===== src/rtl/tfir_pkg.sv =====
// Shared types, widths and codes for the timed FIR filter.
package tfir_pkg;

	localparam int MAX_TAPS_DEF = 16;

	localparam int SAMPLE_W = 16;
	localparam int COEFF_W  = 16;
	localparam int TICK_W   = 32;
	localparam int TAPCNT_W = 5;
	localparam int CIDX_W   = 4;
	localparam int GAIN_W   = 16;
	localparam int PERIOD_W = 16;

	// Accumulator holds up to 31 terms of at most 18 bits each.
	localparam int ACC_W  = 24;
	localparam int PROD_W = ACC_W + GAIN_W;

	// Coefficients are Q2.14, gain is Q8.8.
	localparam int COEFF_FRAC = 14;
	localparam int GAIN_FRAC  = 8;

	localparam logic signed [PROD_W-1:0] SAT_HI = 32767;
	localparam logic signed [PROD_W-1:0] SAT_LO = -32768;

	// Configuration port.
	localparam int DATA_W     = 32;
	localparam int PADDR_W    = 4;
	localparam int REGIDX_W   = PADDR_W - 2;

	localparam logic [REGIDX_W-1:0] REG_TAP_COUNT     = 2'd0;
	localparam logic [REGIDX_W-1:0] REG_GAIN          = 2'd1;
	localparam logic [REGIDX_W-1:0] REG_SAMPLE_PERIOD = 2'd2;

	localparam logic [TAPCNT_W-1:0] TAP_COUNT_RST     = 5'd16;
	localparam logic [GAIN_W-1:0]   GAIN_RST          = 16'd256;
	localparam logic [PERIOD_W-1:0] SAMPLE_PERIOD_RST = 16'd0;

	// Transaction kinds.
	localparam logic ACT_SAMPLE = 1'b0;
	localparam logic ACT_COEFF  = 1'b1;

	typedef struct packed {
		logic                       action;
		logic signed [SAMPLE_W-1:0] sample_in;
		logic [TICK_W-1:0]          now_tick;
		logic [CIDX_W-1:0]          coeff_index;
		logic signed [COEFF_W-1:0]  coeff_value;
	} in_item_t;

	typedef struct packed {
		logic signed [SAMPLE_W-1:0] filtered_out;
		logic                       took_sample;
		logic                       saturated;
	} out_item_t;

	typedef struct packed {
		logic [TAPCNT_W-1:0]      tap_count;
		logic signed [GAIN_W-1:0] gain;
		logic [PERIOD_W-1:0]      sample_period;
	} cfg_t;

	typedef struct packed {
		logic clear;
		logic issue;
		logic gain_go;
	} mac_ctrl_t;

	typedef struct packed {
		logic                       busy;
		logic                       done;
		logic                       sat;
		logic signed [SAMPLE_W-1:0] result;
	} mac_sts_t;

	typedef enum logic [2:0] {
		ST_IDLE,
		ST_DECIDE,
		ST_TAPS,
		ST_DRAIN,
		ST_GAIN,
		ST_SCALE,
		ST_OUT
	} fsm_t;

endpackage


===== src/rtl/tfir_regs.sv =====
// Configuration register bank behind the APB-style port.
module tfir_regs
	import tfir_pkg::*;
(
	input  logic               clk,
	input  logic               arst_n,
	input  logic               psel,
	input  logic               penable,
	input  logic               pwrite,
	input  logic [PADDR_W-1:0] paddr,
	input  logic [DATA_W-1:0]  pwdata,
	output logic [DATA_W-1:0]  prdata,
	output logic               pready,
	output cfg_t               cfg
);

	cfg_t                cfg_q;
	logic [REGIDX_W-1:0] idx;
	logic                wr;

	assign pready = 1'b1;
	assign idx    = paddr[PADDR_W-1:2];
	assign wr     = psel && penable && pwrite && pready;
	assign cfg    = cfg_q;

	always_ff @(posedge clk or negedge arst_n) begin
		if (!arst_n) begin
			cfg_q.tap_count     <= TAP_COUNT_RST;
			cfg_q.gain          <= GAIN_RST;
			cfg_q.sample_period <= SAMPLE_PERIOD_RST;
		end else if (wr) begin
			case (idx)
				REG_TAP_COUNT:     cfg_q.tap_count     <= pwdata[TAPCNT_W-1:0];
				REG_GAIN:          cfg_q.gain          <= pwdata[GAIN_W-1:0];
				REG_SAMPLE_PERIOD: cfg_q.sample_period <= pwdata[PERIOD_W-1:0];
				default: ;
			endcase
		end
	end

	always_comb begin
		case (idx)
			REG_TAP_COUNT:     prdata = DATA_W'(cfg_q.tap_count);
			REG_GAIN:          prdata = DATA_W'(cfg_q.gain);
			REG_SAMPLE_PERIOD: prdata = DATA_W'(cfg_q.sample_period);
			default:           prdata = '0;
		endcase
	end

endmodule


===== src/rtl/tfir_store.sv =====
// Single-port-write, single-port-read store with per-entry valid bits; unwritten entries read zero.
module tfir_store #(
	parameter int DEPTH = 16,
	parameter int W     = 16,
	parameter int AW    = $clog2(DEPTH)
) (
	input  logic          clk,
	input  logic          arst_n,
	input  logic          we,
	input  logic [AW-1:0] waddr,
	input  logic [W-1:0]  wdata,
	input  logic [AW-1:0] raddr,
	output logic [W-1:0]  rdata
);

	logic [W-1:0]     mem [DEPTH];
	logic [DEPTH-1:0] valid_q;
	logic [W-1:0]     rdata_q;

	always_ff @(posedge clk or negedge arst_n) begin
		if (!arst_n) begin
			valid_q <= '0;
		end else if (we) begin
			valid_q[waddr] <= 1'b1;
		end
	end

	always_ff @(posedge clk) begin
		if (we) begin
			mem[waddr] <= wdata;
		end
		rdata_q <= valid_q[raddr] ? mem[raddr] : '0;
	end

	assign rdata = rdata_q;

endmodule


===== src/rtl/tfir_mac.sv =====
// Shared multiplier with tap accumulator and the final gain, rounding and clipping step.
module tfir_mac
	import tfir_pkg::*;
(
	input  logic                       clk,
	input  logic                       arst_n,
	input  mac_ctrl_t                  ctrl,
	input  logic signed [SAMPLE_W-1:0] sample,
	input  logic signed [COEFF_W-1:0]  coeff,
	input  logic signed [GAIN_W-1:0]   gain,
	output mac_sts_t                   sts
);

	logic                       vld_s1;
	logic                       vld_s2;
	logic                       gvld_s2;
	logic                       done_q;
	logic signed [PROD_W-1:0]   prod_s2;
	logic signed [ACC_W-1:0]    acc_q;
	logic signed [SAMPLE_W-1:0] res_q;
	logic                       sat_q;

	logic signed [ACC_W-1:0]    mul_a;
	logic signed [GAIN_W-1:0]   mul_b;
	logic signed [PROD_W-1:0]   mul_p;
	logic signed [PROD_W-1:0]   tap_rnd;
	logic signed [PROD_W-1:0]   tap_term;
	logic signed [PROD_W-1:0]   g_rnd;
	logic signed [PROD_W-1:0]   g_sh;

	// One multiplier serves both the taps and the gain.
	assign mul_a = ctrl.gain_go ? acc_q : ACC_W'(sample);
	assign mul_b = ctrl.gain_go ? gain : coeff;
	assign mul_p = mul_a * mul_b;

	// Division by a power of two that truncates toward zero.
	assign tap_rnd  = prod_s2 + (prod_s2[PROD_W-1] ? PROD_W'((1 << COEFF_FRAC) - 1) : '0);
	assign tap_term = tap_rnd >>> COEFF_FRAC;
	assign g_rnd    = prod_s2 + (prod_s2[PROD_W-1] ? PROD_W'((1 << GAIN_FRAC) - 1) : '0);
	assign g_sh     = g_rnd >>> GAIN_FRAC;

	always_ff @(posedge clk or negedge arst_n) begin
		if (!arst_n) begin
			vld_s1  <= 1'b0;
			vld_s2  <= 1'b0;
			gvld_s2 <= 1'b0;
			done_q  <= 1'b0;
		end else begin
			vld_s1  <= ctrl.issue;
			vld_s2  <= vld_s1;
			gvld_s2 <= ctrl.gain_go;
			done_q  <= gvld_s2;
		end
	end

	always_ff @(posedge clk) begin
		if (vld_s1 || ctrl.gain_go) begin
			prod_s2 <= mul_p;
		end
		if (ctrl.clear) begin
			acc_q <= '0;
		end else if (vld_s2) begin
			acc_q <= acc_q + signed'(tap_term[ACC_W-1:0]);
		end
		if (gvld_s2) begin
			if (g_sh > SAT_HI) begin
				res_q <= SAT_HI[SAMPLE_W-1:0];
				sat_q <= 1'b1;
			end else if (g_sh < SAT_LO) begin
				res_q <= SAT_LO[SAMPLE_W-1:0];
				sat_q <= 1'b1;
			end else begin
				res_q <= g_sh[SAMPLE_W-1:0];
				sat_q <= 1'b0;
			end
		end
	end

	assign sts.busy   = vld_s1 || vld_s2;
	assign sts.done   = done_q;
	assign sts.sat    = sat_q;
	assign sts.result = res_q;

endmodule


===== src/rtl/tfir_seq.sv =====
// Sequencer: time gate, delay-line pointer, tap walk and the output register.
module tfir_seq
	import tfir_pkg::*;
#(
	parameter int MAX_TAPS = MAX_TAPS_DEF,
	parameter int AW       = $clog2(MAX_TAPS)
) (
	input  logic                      clk,
	input  logic                      arst_n,
	input  logic                      in_valid,
	output logic                      in_stall,
	input  in_item_t                  in_item,
	output logic                      out_valid,
	input  logic                      out_stall,
	output out_item_t                 out_item,
	input  cfg_t                      cfg,
	output mac_ctrl_t                 mac_ctrl,
	input  mac_sts_t                  mac_sts,
	output logic                      dl_we,
	output logic [AW-1:0]             dl_waddr,
	output logic [SAMPLE_W-1:0]       dl_wdata,
	output logic [AW-1:0]             dl_raddr,
	output logic                      cf_we,
	output logic [AW-1:0]             cf_waddr,
	output logic [COEFF_W-1:0]        cf_wdata,
	output logic [AW-1:0]             cf_raddr,
	output fsm_t                      state
);

	localparam int NMAX = (MAX_TAPS < 31) ? MAX_TAPS : 31;
	localparam int CW   = (AW > TAPCNT_W) ? AW : TAPCNT_W;

	fsm_t                state_q;
	fsm_t                state_nxt;
	in_item_t            item_q;
	logic [AW-1:0]       ptr_q;
	logic [TICK_W-1:0]   last_tick_q;
	logic [SAMPLE_W-1:0] held_q;
	logic                took_q;
	logic [AW-1:0]       k_q;
	logic [AW-1:0]       pos_q;
	logic [TAPCNT_W-1:0] rem_q;
	logic                out_valid_q;
	out_item_t           out_item_q;

	logic [TAPCNT_W-1:0] n_taps;
	logic [AW-1:0]       last_idx;
	logic [AW-1:0]       p_eff;
	logic [TICK_W-1:0]   elapsed;
	logic                is_coeff;
	logic                take;
	logic                idx_ok;
	logic                out_load;

	always_comb begin
		if (cfg.tap_count == '0) begin
			n_taps = TAPCNT_W'(1);
		end else if (cfg.tap_count > TAPCNT_W'(NMAX)) begin
			n_taps = TAPCNT_W'(NMAX);
		end else begin
			n_taps = cfg.tap_count;
		end
	end

	assign last_idx = AW'(n_taps - TAPCNT_W'(1));
	assign p_eff    = (CW'(ptr_q) >= CW'(n_taps)) ? '0 : ptr_q;
	assign elapsed  = item_q.now_tick - last_tick_q;
	assign is_coeff = item_q.action == ACT_COEFF;
	assign take     = !is_coeff && (elapsed > TICK_W'(cfg.sample_period));
	assign idx_ok   = 32'(item_q.coeff_index) < MAX_TAPS;
	assign out_load = (state_q == ST_OUT) && (!out_valid_q || !out_stall);

	always_comb begin
		state_nxt = state_q;
		case (state_q)
			ST_IDLE:   if (in_valid) state_nxt = ST_DECIDE;
			ST_DECIDE: state_nxt = take ? ST_TAPS : ST_OUT;
			ST_TAPS:   if (rem_q == TAPCNT_W'(1)) state_nxt = ST_DRAIN;
			ST_DRAIN:  if (!mac_sts.busy) state_nxt = ST_GAIN;
			ST_GAIN:   state_nxt = ST_SCALE;
			ST_SCALE:  if (mac_sts.done) state_nxt = ST_OUT;
			ST_OUT:    if (out_load) state_nxt = ST_IDLE;
			default:   state_nxt = ST_IDLE;
		endcase
	end

	always_comb begin
		in_stall         = state_q != ST_IDLE;
		dl_we            = (state_q == ST_DECIDE) && take;
		cf_we            = (state_q == ST_DECIDE) && is_coeff && idx_ok;
		mac_ctrl.clear   = state_q == ST_DECIDE;
		mac_ctrl.issue   = state_q == ST_TAPS;
		mac_ctrl.gain_go = state_q == ST_GAIN;
	end

	assign dl_waddr = p_eff;
	assign dl_wdata = item_q.sample_in;
	assign dl_raddr = pos_q;
	assign cf_waddr = AW'(item_q.coeff_index);
	assign cf_wdata = item_q.coeff_value;
	assign cf_raddr = k_q;

	always_ff @(posedge clk or negedge arst_n) begin
		if (!arst_n) begin
			state_q     <= ST_IDLE;
			ptr_q       <= '0;
			last_tick_q <= '0;
			held_q      <= '0;
			out_valid_q <= 1'b0;
		end else begin
			state_q <= state_nxt;
			if (dl_we) begin
				ptr_q       <= (p_eff == last_idx) ? '0 : p_eff + AW'(1);
				last_tick_q <= item_q.now_tick;
			end
			if ((state_q == ST_SCALE) && mac_sts.done) begin
				held_q <= mac_sts.result;
			end
			if (out_load) begin
				out_valid_q <= 1'b1;
			end else if (!out_stall) begin
				out_valid_q <= 1'b0;
			end
		end
	end

	always_ff @(posedge clk) begin
		if ((state_q == ST_IDLE) && in_valid) begin
			item_q <= in_item;
		end
		if (state_q == ST_DECIDE) begin
			took_q <= take;
			k_q    <= '0;
			pos_q  <= p_eff;
			rem_q  <= n_taps;
		end
		if (state_q == ST_TAPS) begin
			k_q   <= k_q + AW'(1);
			pos_q <= (pos_q == '0) ? last_idx : pos_q - AW'(1);
			rem_q <= rem_q - TAPCNT_W'(1);
		end
		if (out_load) begin
			out_item_q.filtered_out <= held_q;
			out_item_q.took_sample  <= took_q;
			out_item_q.saturated    <= took_q && mac_sts.sat;
		end
	end

	assign out_valid = out_valid_q;
	assign out_item  = out_item_q;
	assign state     = state_q;

endmodule


===== src/rtl/timed_fir_filter.sv =====
// Top level of the time-gated FIR filter.
//
// Each input transaction either writes one Q2.14 coefficient or offers a signed 16-bit
// sample stamped with a free-running 32-bit tick. A sample is taken only when the ticks
// elapsed since the last taken sample (modulo 2^32) strictly exceed sample_period; it is
// then written into a circular delay line of tap_count entries, clamped to 1..MAX_TAPS,
// and the output is formed as the convolution of the coefficients with the newest
// samples, each product truncated toward zero, scaled by the Q8.8 gain, truncated and
// clipped to 16 bits. Every input transaction yields exactly one output transaction;
// coefficient writes and rejected samples return the previous filtered value with both
// flags clear. The filter is built around a single shared multiplier walked by a
// sequencer, so the block handles one transaction at a time and holds in_stall high
// while it works. A filtered sample passes the decide, taps, drain, gain and scale
// states before it reaches the output register: one multiply per tap through the
// registered delay-line and coefficient reads, a drain of the multiplier pipeline and
// the gain pass. A coefficient write or a rejected sample goes from the decide state
// straight to the output register. Once that register is loaded the sequencer returns
// to idle, where the next transaction can be accepted. The output register lets a
// finished result wait for the consumer while the next input transaction is accepted.
// Registers sit at byte addresses 0 (tap_count), 4 (gain) and 8 (sample_period) and
// must only be written while the block is idle. The delay line and coefficients start
// at zero after reset with no clearing pass, as each entry carries its own valid bit.
module timed_fir_filter
	import tfir_pkg::*;
#(
	parameter int MAX_TAPS = MAX_TAPS_DEF
) (
	input  logic               clk,
	input  logic               arst_n,
	input  logic               in_valid,
	output logic               in_stall,
	input  in_item_t           in_item,
	output logic               out_valid,
	input  logic               out_stall,
	output out_item_t          out_item,
	input  logic               psel,
	input  logic               penable,
	input  logic               pwrite,
	input  logic [PADDR_W-1:0] paddr,
	input  logic [DATA_W-1:0]  pwdata,
	output logic [DATA_W-1:0]  prdata,
	output logic               pready
);

	localparam int AW = $clog2(MAX_TAPS);

	cfg_t                cfg;
	mac_ctrl_t           mac_ctrl;
	mac_sts_t            mac_sts;
	fsm_t                state;

	logic                dl_we;
	logic [AW-1:0]       dl_waddr;
	logic [SAMPLE_W-1:0] dl_wdata;
	logic [AW-1:0]       dl_raddr;
	logic [SAMPLE_W-1:0] dl_rdata;
	logic                cf_we;
	logic [AW-1:0]       cf_waddr;
	logic [COEFF_W-1:0]  cf_wdata;
	logic [AW-1:0]       cf_raddr;
	logic [COEFF_W-1:0]  cf_rdata;

	// Configuration registers.
	tfir_regs u_regs (
		.clk     (clk),
		.arst_n  (arst_n),
		.psel    (psel),
		.penable (penable),
		.pwrite  (pwrite),
		.paddr   (paddr),
		.pwdata  (pwdata),
		.prdata  (prdata),
		.pready  (pready),
		.cfg     (cfg)
	);

	// The sequencer owns the time gate, the write pointer and the held output.
	tfir_seq #(
		.MAX_TAPS (MAX_TAPS),
		.AW       (AW)
	) u_seq (
		.clk       (clk),
		.arst_n    (arst_n),
		.in_valid  (in_valid),
		.in_stall  (in_stall),
		.in_item   (in_item),
		.out_valid (out_valid),
		.out_stall (out_stall),
		.out_item  (out_item),
		.cfg       (cfg),
		.mac_ctrl  (mac_ctrl),
		.mac_sts   (mac_sts),
		.dl_we     (dl_we),
		.dl_waddr  (dl_waddr),
		.dl_wdata  (dl_wdata),
		.dl_raddr  (dl_raddr),
		.cf_we     (cf_we),
		.cf_waddr  (cf_waddr),
		.cf_wdata  (cf_wdata),
		.cf_raddr  (cf_raddr),
		.state     (state)
	);

	// Delay line of past samples.
	tfir_store #(
		.DEPTH (MAX_TAPS),
		.W     (SAMPLE_W),
		.AW    (AW)
	) u_delay (
		.clk    (clk),
		.arst_n (arst_n),
		.we     (dl_we),
		.waddr  (dl_waddr),
		.wdata  (dl_wdata),
		.raddr  (dl_raddr),
		.rdata  (dl_rdata)
	);

	// Tap coefficients.
	tfir_store #(
		.DEPTH (MAX_TAPS),
		.W     (COEFF_W),
		.AW    (AW)
	) u_coeff (
		.clk    (clk),
		.arst_n (arst_n),
		.we     (cf_we),
		.waddr  (cf_waddr),
		.wdata  (cf_wdata),
		.raddr  (cf_raddr),
		.rdata  (cf_rdata)
	);

	// The shared multiply-accumulate unit sees the registered memory outputs directly.
	tfir_mac u_mac (
		.clk    (clk),
		.arst_n (arst_n),
		.ctrl   (mac_ctrl),
		.sample (signed'(dl_rdata)),
		.coeff  (signed'(cf_rdata)),
		.gain   (cfg.gain),
		.sts    (mac_sts)
	);

	// The multiplier pipeline only carries work while the taps are walked or drained.
	a_mac_busy_in_walk: assert property (@(posedge clk) disable iff (!arst_n)
		mac_sts.busy |-> (state == ST_TAPS || state == ST_DRAIN))
		else $error("multiplier pipeline active outside the tap walk");

	// A finished gain pass is only ever seen while the sequencer waits for it.
	a_done_in_scale: assert property (@(posedge clk) disable iff (!arst_n)
		mac_sts.done |-> state == ST_SCALE)
		else $error("gain result arrived outside the scale step");

	// Clipping can only be reported on a transaction whose sample was filtered.
	a_sat_needs_sample: assert property (@(posedge clk) disable iff (!arst_n)
		out_valid && out_item.saturated |-> out_item.took_sample)
		else $error("saturation flagged without a taken sample");

	// Once a transaction is taken the block stops accepting until it has finished.
	a_one_in_flight: assert property (@(posedge clk) disable iff (!arst_n)
		in_valid && !in_stall |=> in_stall)
		else $error("second transaction accepted while one is in flight");

endmodule


===== config.mk =====
export PLATFORM = sky130hd
export DESIGN_NAME = timed_fir_filter
export DESIGN_NICKNAME = d
export VERILOG_FILES = /design/src/rtl/tfir_pkg.sv /design/src/rtl/tfir_regs.sv /design/src/rtl/tfir_store.sv /design/src/rtl/tfir_mac.sv /design/src/rtl/tfir_seq.sv /design/src/rtl/timed_fir_filter.sv
export SDC_FILE = /design/constraint.sdc
export NUM_CORES = 2
export LEC_CHECK = 0
export ABC_AREA = 1
export BUFFER_PORTS_ARGS = -buffer_cell sky130_fd_sc_hd__buf_2
export CAP_MARGIN = 10
export CORE_ASPECT_RATIO = 1.1
export CORE_MARGIN = 2
export CORE_UTILIZATION = 57
export CTS_CLUSTER_DIAMETER = 80
export CTS_CLUSTER_SIZE = 24
export DETAILED_ROUTE_END_ITERATION = 8
export PLACE_DENSITY = 0.77
export SLEW_MARGIN = 40
export SYNTH_ARGS = -nofsm -noshare
export SYNTH_HDL_FRONTEND = slang
export SYNTH_SLANG_ARGS = --single-unit

===== constraint.sdc =====
create_clock -name clk -period 6.3 [get_ports clk]
set_input_delay 0.315 -clock clk [delete_from_list [all_inputs] [get_ports clk]]
set_output_delay 0.315 -clock clk [all_outputs]
set_load 0.1 [all_outputs]

==> results.py <==
metrics = {
    "clock_tree": {
        "clk_latency_ps": 650,
        "clock-root-buffer": "clkbuf_16",
        "clkSinkCount": 855,
        "cts_tree": "done",
        "ctsLongestPathBuffers": 3,
        "clkTransAtPathRegs_ps": 100,
        "numCtsBuffers": 44,
        "htreeDepth": 2,
    },
    "timing": {
        "final.setup_skew_ps": 26.8,
        "fin_crit_sh": 1.07,
        "setup_viol": 23,
        "slew_headroom": 0.443,
        "drv_slew": 0,
        "fin_crit_ps": 6760,
        "fmax_mhz": 148,
        "setup_ws_ps": -457,
        "rsz0062_at_grt": "yes",
        "hold_viol_final": 0,
        "fin_setup_tns_ps": -5670,
        "tightest_slew_ps": 834,
    },
    "floorplanning": {
        "dieArea_sq_um": 95200,
        "rows": 117,
        "initial_core_util": 0.573,
        "die_w_um": 294,
        "die-height_um": 323,
        "core_area_sq_um": 92200,
        "boundaryPins": 165,
    },
    "outcome": {
        "violations": "setup timing",
        "status": "complete, but fails checks",
    },
    "global_route": {
        "met1_usage": 0.396,
        "grt_pass1_vias": 39600,
        "track_usage": 0.304,
        "top_usage_layer": "met2",
        "grt-ovfl-total": 0,
        "grt_max_degree": 120,
        "antenna_found_initial": 3,
        "met2_usage": 0.512,
        "grtUsageMet3": 0.0372,
        "grt_pass1_wl_um": 221000,
    },
    "critical_path": {
        "worst_path_most_repeated_cell": "fa_1",
        "crit_type": "reg2reg",
        "required_ps": 6700,
        "critical_path.max_stage_delay_ps": 560,
        "critPathBufInv": 11,
        "r2r-start": "u_seq.state[1]",
        "cp-end-kind": "register",
        "cp-startpoint": "u_seq.state[1]",
        "critPathMaxFanout": 8,
        "startpoint_type": "register",
        "critical_path_arrival_ps": 7160,
        "crit_slowest_cell": "fa_1",
        "crit_family": "adder cells",
    },
    "route": {
        "post_drt_wl_per_cell_um": 20.6,
        "firstDrtPassIters": 6,
        "postRouteAntennaNets": 0,
        "routed_via_density": 5.69,
        "drc_errors": 0,
        "finalWirelength_um": 148000,
        "num_vias": 40700,
        "drt_iter0_markers": 4058,
    },
    "synth": {
        "syn_avg_cell_area_sq_um": 9.72,
        "seq_area_frac_synth": 0.463,
        "syn_nets": 6122,
        "yosysWarnings": 0,
        "syn_inst": 5440,
        "synth-edff-count": 670,
        "ys_seq_elements": 855,
        "synthDistinctLibCells": 60,
        "synth_flop_cell": "edfxtp_1",
        "yosys.area.top_type": "edfxtp_1",
        "synth_area_sq_um": 52900,
        "synth_top_area_share": 0.381,
        "synth_area_leaders": "edfxtp_1 38%, fa_1 14%, inv_1 6.8%",
        "synthArstFlopShare": 0.151,
    },
    "min_path": {
        "worstHoldStart": "pwdata[1]",
        "hold_path_class": "in2reg",
    },
    "run": {
        "drv_cap": 0,
    },
    "cells_and_area": {
        "most-common-layout-cells": "891 x inv_1, 887 x nand2_1, 670 x edfxtp_1",
        "nNetsFinal": 6600,
        "final_common_cell": "inv_1",
        "drive_gt1_frac": 0.167,
        "area_growth_pct": 16.5,
    },
    "placed_design": {
        "gp_congestion": 0.993,
        "pre_cts_slack_ps": -552,
        "port_buffers": 145,
        "dp_hpwl_um": 104000,
    },
}
-- worst min-delay path, stage by stage --
cell	delay [ps]
buf_2	130
inv_1	100
o21ai_0	90
-- cell families (layout without fill, tap and decap cells) --
logic type	after synthesis	in the layout	share of synthesized area
other cells	1	2	0.0000709
simple gates	1716	1717	0.131
mux	80	80	0.0155
xor+xnor	109	109	0.0181
compound gates	929	929	0.0971
flops	855	855	0.463
buf+inv	1180	1693	0.0865
fa+ha+maj	570	570	0.188
-- sequential cells by signal (all words and copies together) (netlist names), 3 cells and up --
register           count
u_coeff.mem          256
u_coeff.rdata         16
u_coeff.valid_q       16
u_delay.mem          256
u_delay.rdata         16
u_delay.valid_q       16
u_mac.acc_q           24
u_mac.prod_s2         40
u_mac.res_q           16
u_regs.cfg            37
u_seq.cf_raddr         4
u_seq.cf_waddr         4
u_seq.cf_wdata        16
u_seq.dl_raddr         4
u_seq.dl_wdata        16
u_seq.held_q          16
u_seq.item_q          32
u_seq.last_tick_q     32
u_seq.out_item        18
u_seq.ptr_q            4
u_seq.rem_q            5
u_seq.state            3
-- path summary, 6_finish.rpt --
check	to	slack, ps	cells past startpoint
setup / recovery	u_mac.prod_s2[36]	-460	35
hold / removal	u_regs.cfg[17]	20	3
min in group asynchronous	u_seq.last_tick_q[21]	320	2
setup reg to reg	u_mac.prod_s2[36]	-460	35
max in group asynchronous	u_seq.state[2]	4810	3
hold reg to reg	u_mac.vld_s2	420	0
-- layer usage --
metal	vias to the layer above	routed length, um	share of wire
li1	18600	-	-
met1	19900	56800	0.39
met2	1786	71500	0.48
met3	418	11500	0.078
met4	2	7690	0.052
met5	-	9	0.000061
-- synthesized netlist by cell type, types with 50 or more instances --
library cell / count
clkbuf_1: 149
xor2_1: 71
o21ai_1: 50
fa_1: 376
edfxtp_1: 670
inv_1: 961
mux2i_1: 64
nand3_1: 124
o22ai_1: 58
nor2_1: 544
nand2_1: 926
dfrtp_1: 127
o21ai_0: 464
ha_1: 194
dfxtp_1: 56
a21oi_1: 221
-- final cells by class --
| cell class | count | area [sq um] |
|---|---|---|
| Tap cell | 1190 | 1490 |
| Antenna cell | 1 | 2.50 |
| Multi-Input combinational cell | 3406 | 25200 |
| Clock inverter | 10 | 163 |
| Fill cell | 6972 | 30600 |
| Clock buffer | 72 | 1240 |
| Timing Repair Buffer | 631 | 5340 |
| Sequential cell | 855 | 24500 |
| Inverter | 980 | 3720 |
-- stage by stage --
stage / area, sq um / util / hold WS [ps] / cells
2_1_floorplan: 53200 / - / 19.4 / 5440
3_3_place_gp: 57300 / 0.622 / 349 / 6903
3_5_place_dp: 57500 / 0.623 / 354 / 6907
4_1_cts: 60400 / 0.655 / 9.96 / 7088
5_1_grt: 61600 / 0.668 / 47.2 / 7144
6_report: 61600 / 0.668 / 23.5 / 7145
-- timing repair --
item	4_1_cts	5_1_grt
buffers inserted	12	55
pin swaps	16	148
endpoints found under the hold margin	154	0
hold buffers	83	0
gates resized for setup	106	242
setup endpoints to repair	26	28
cloned	4	2
Power is left out: the tool's default activity adds up to more than one toggle a clock period on the data nets, which glitch-free logic cannot reach.
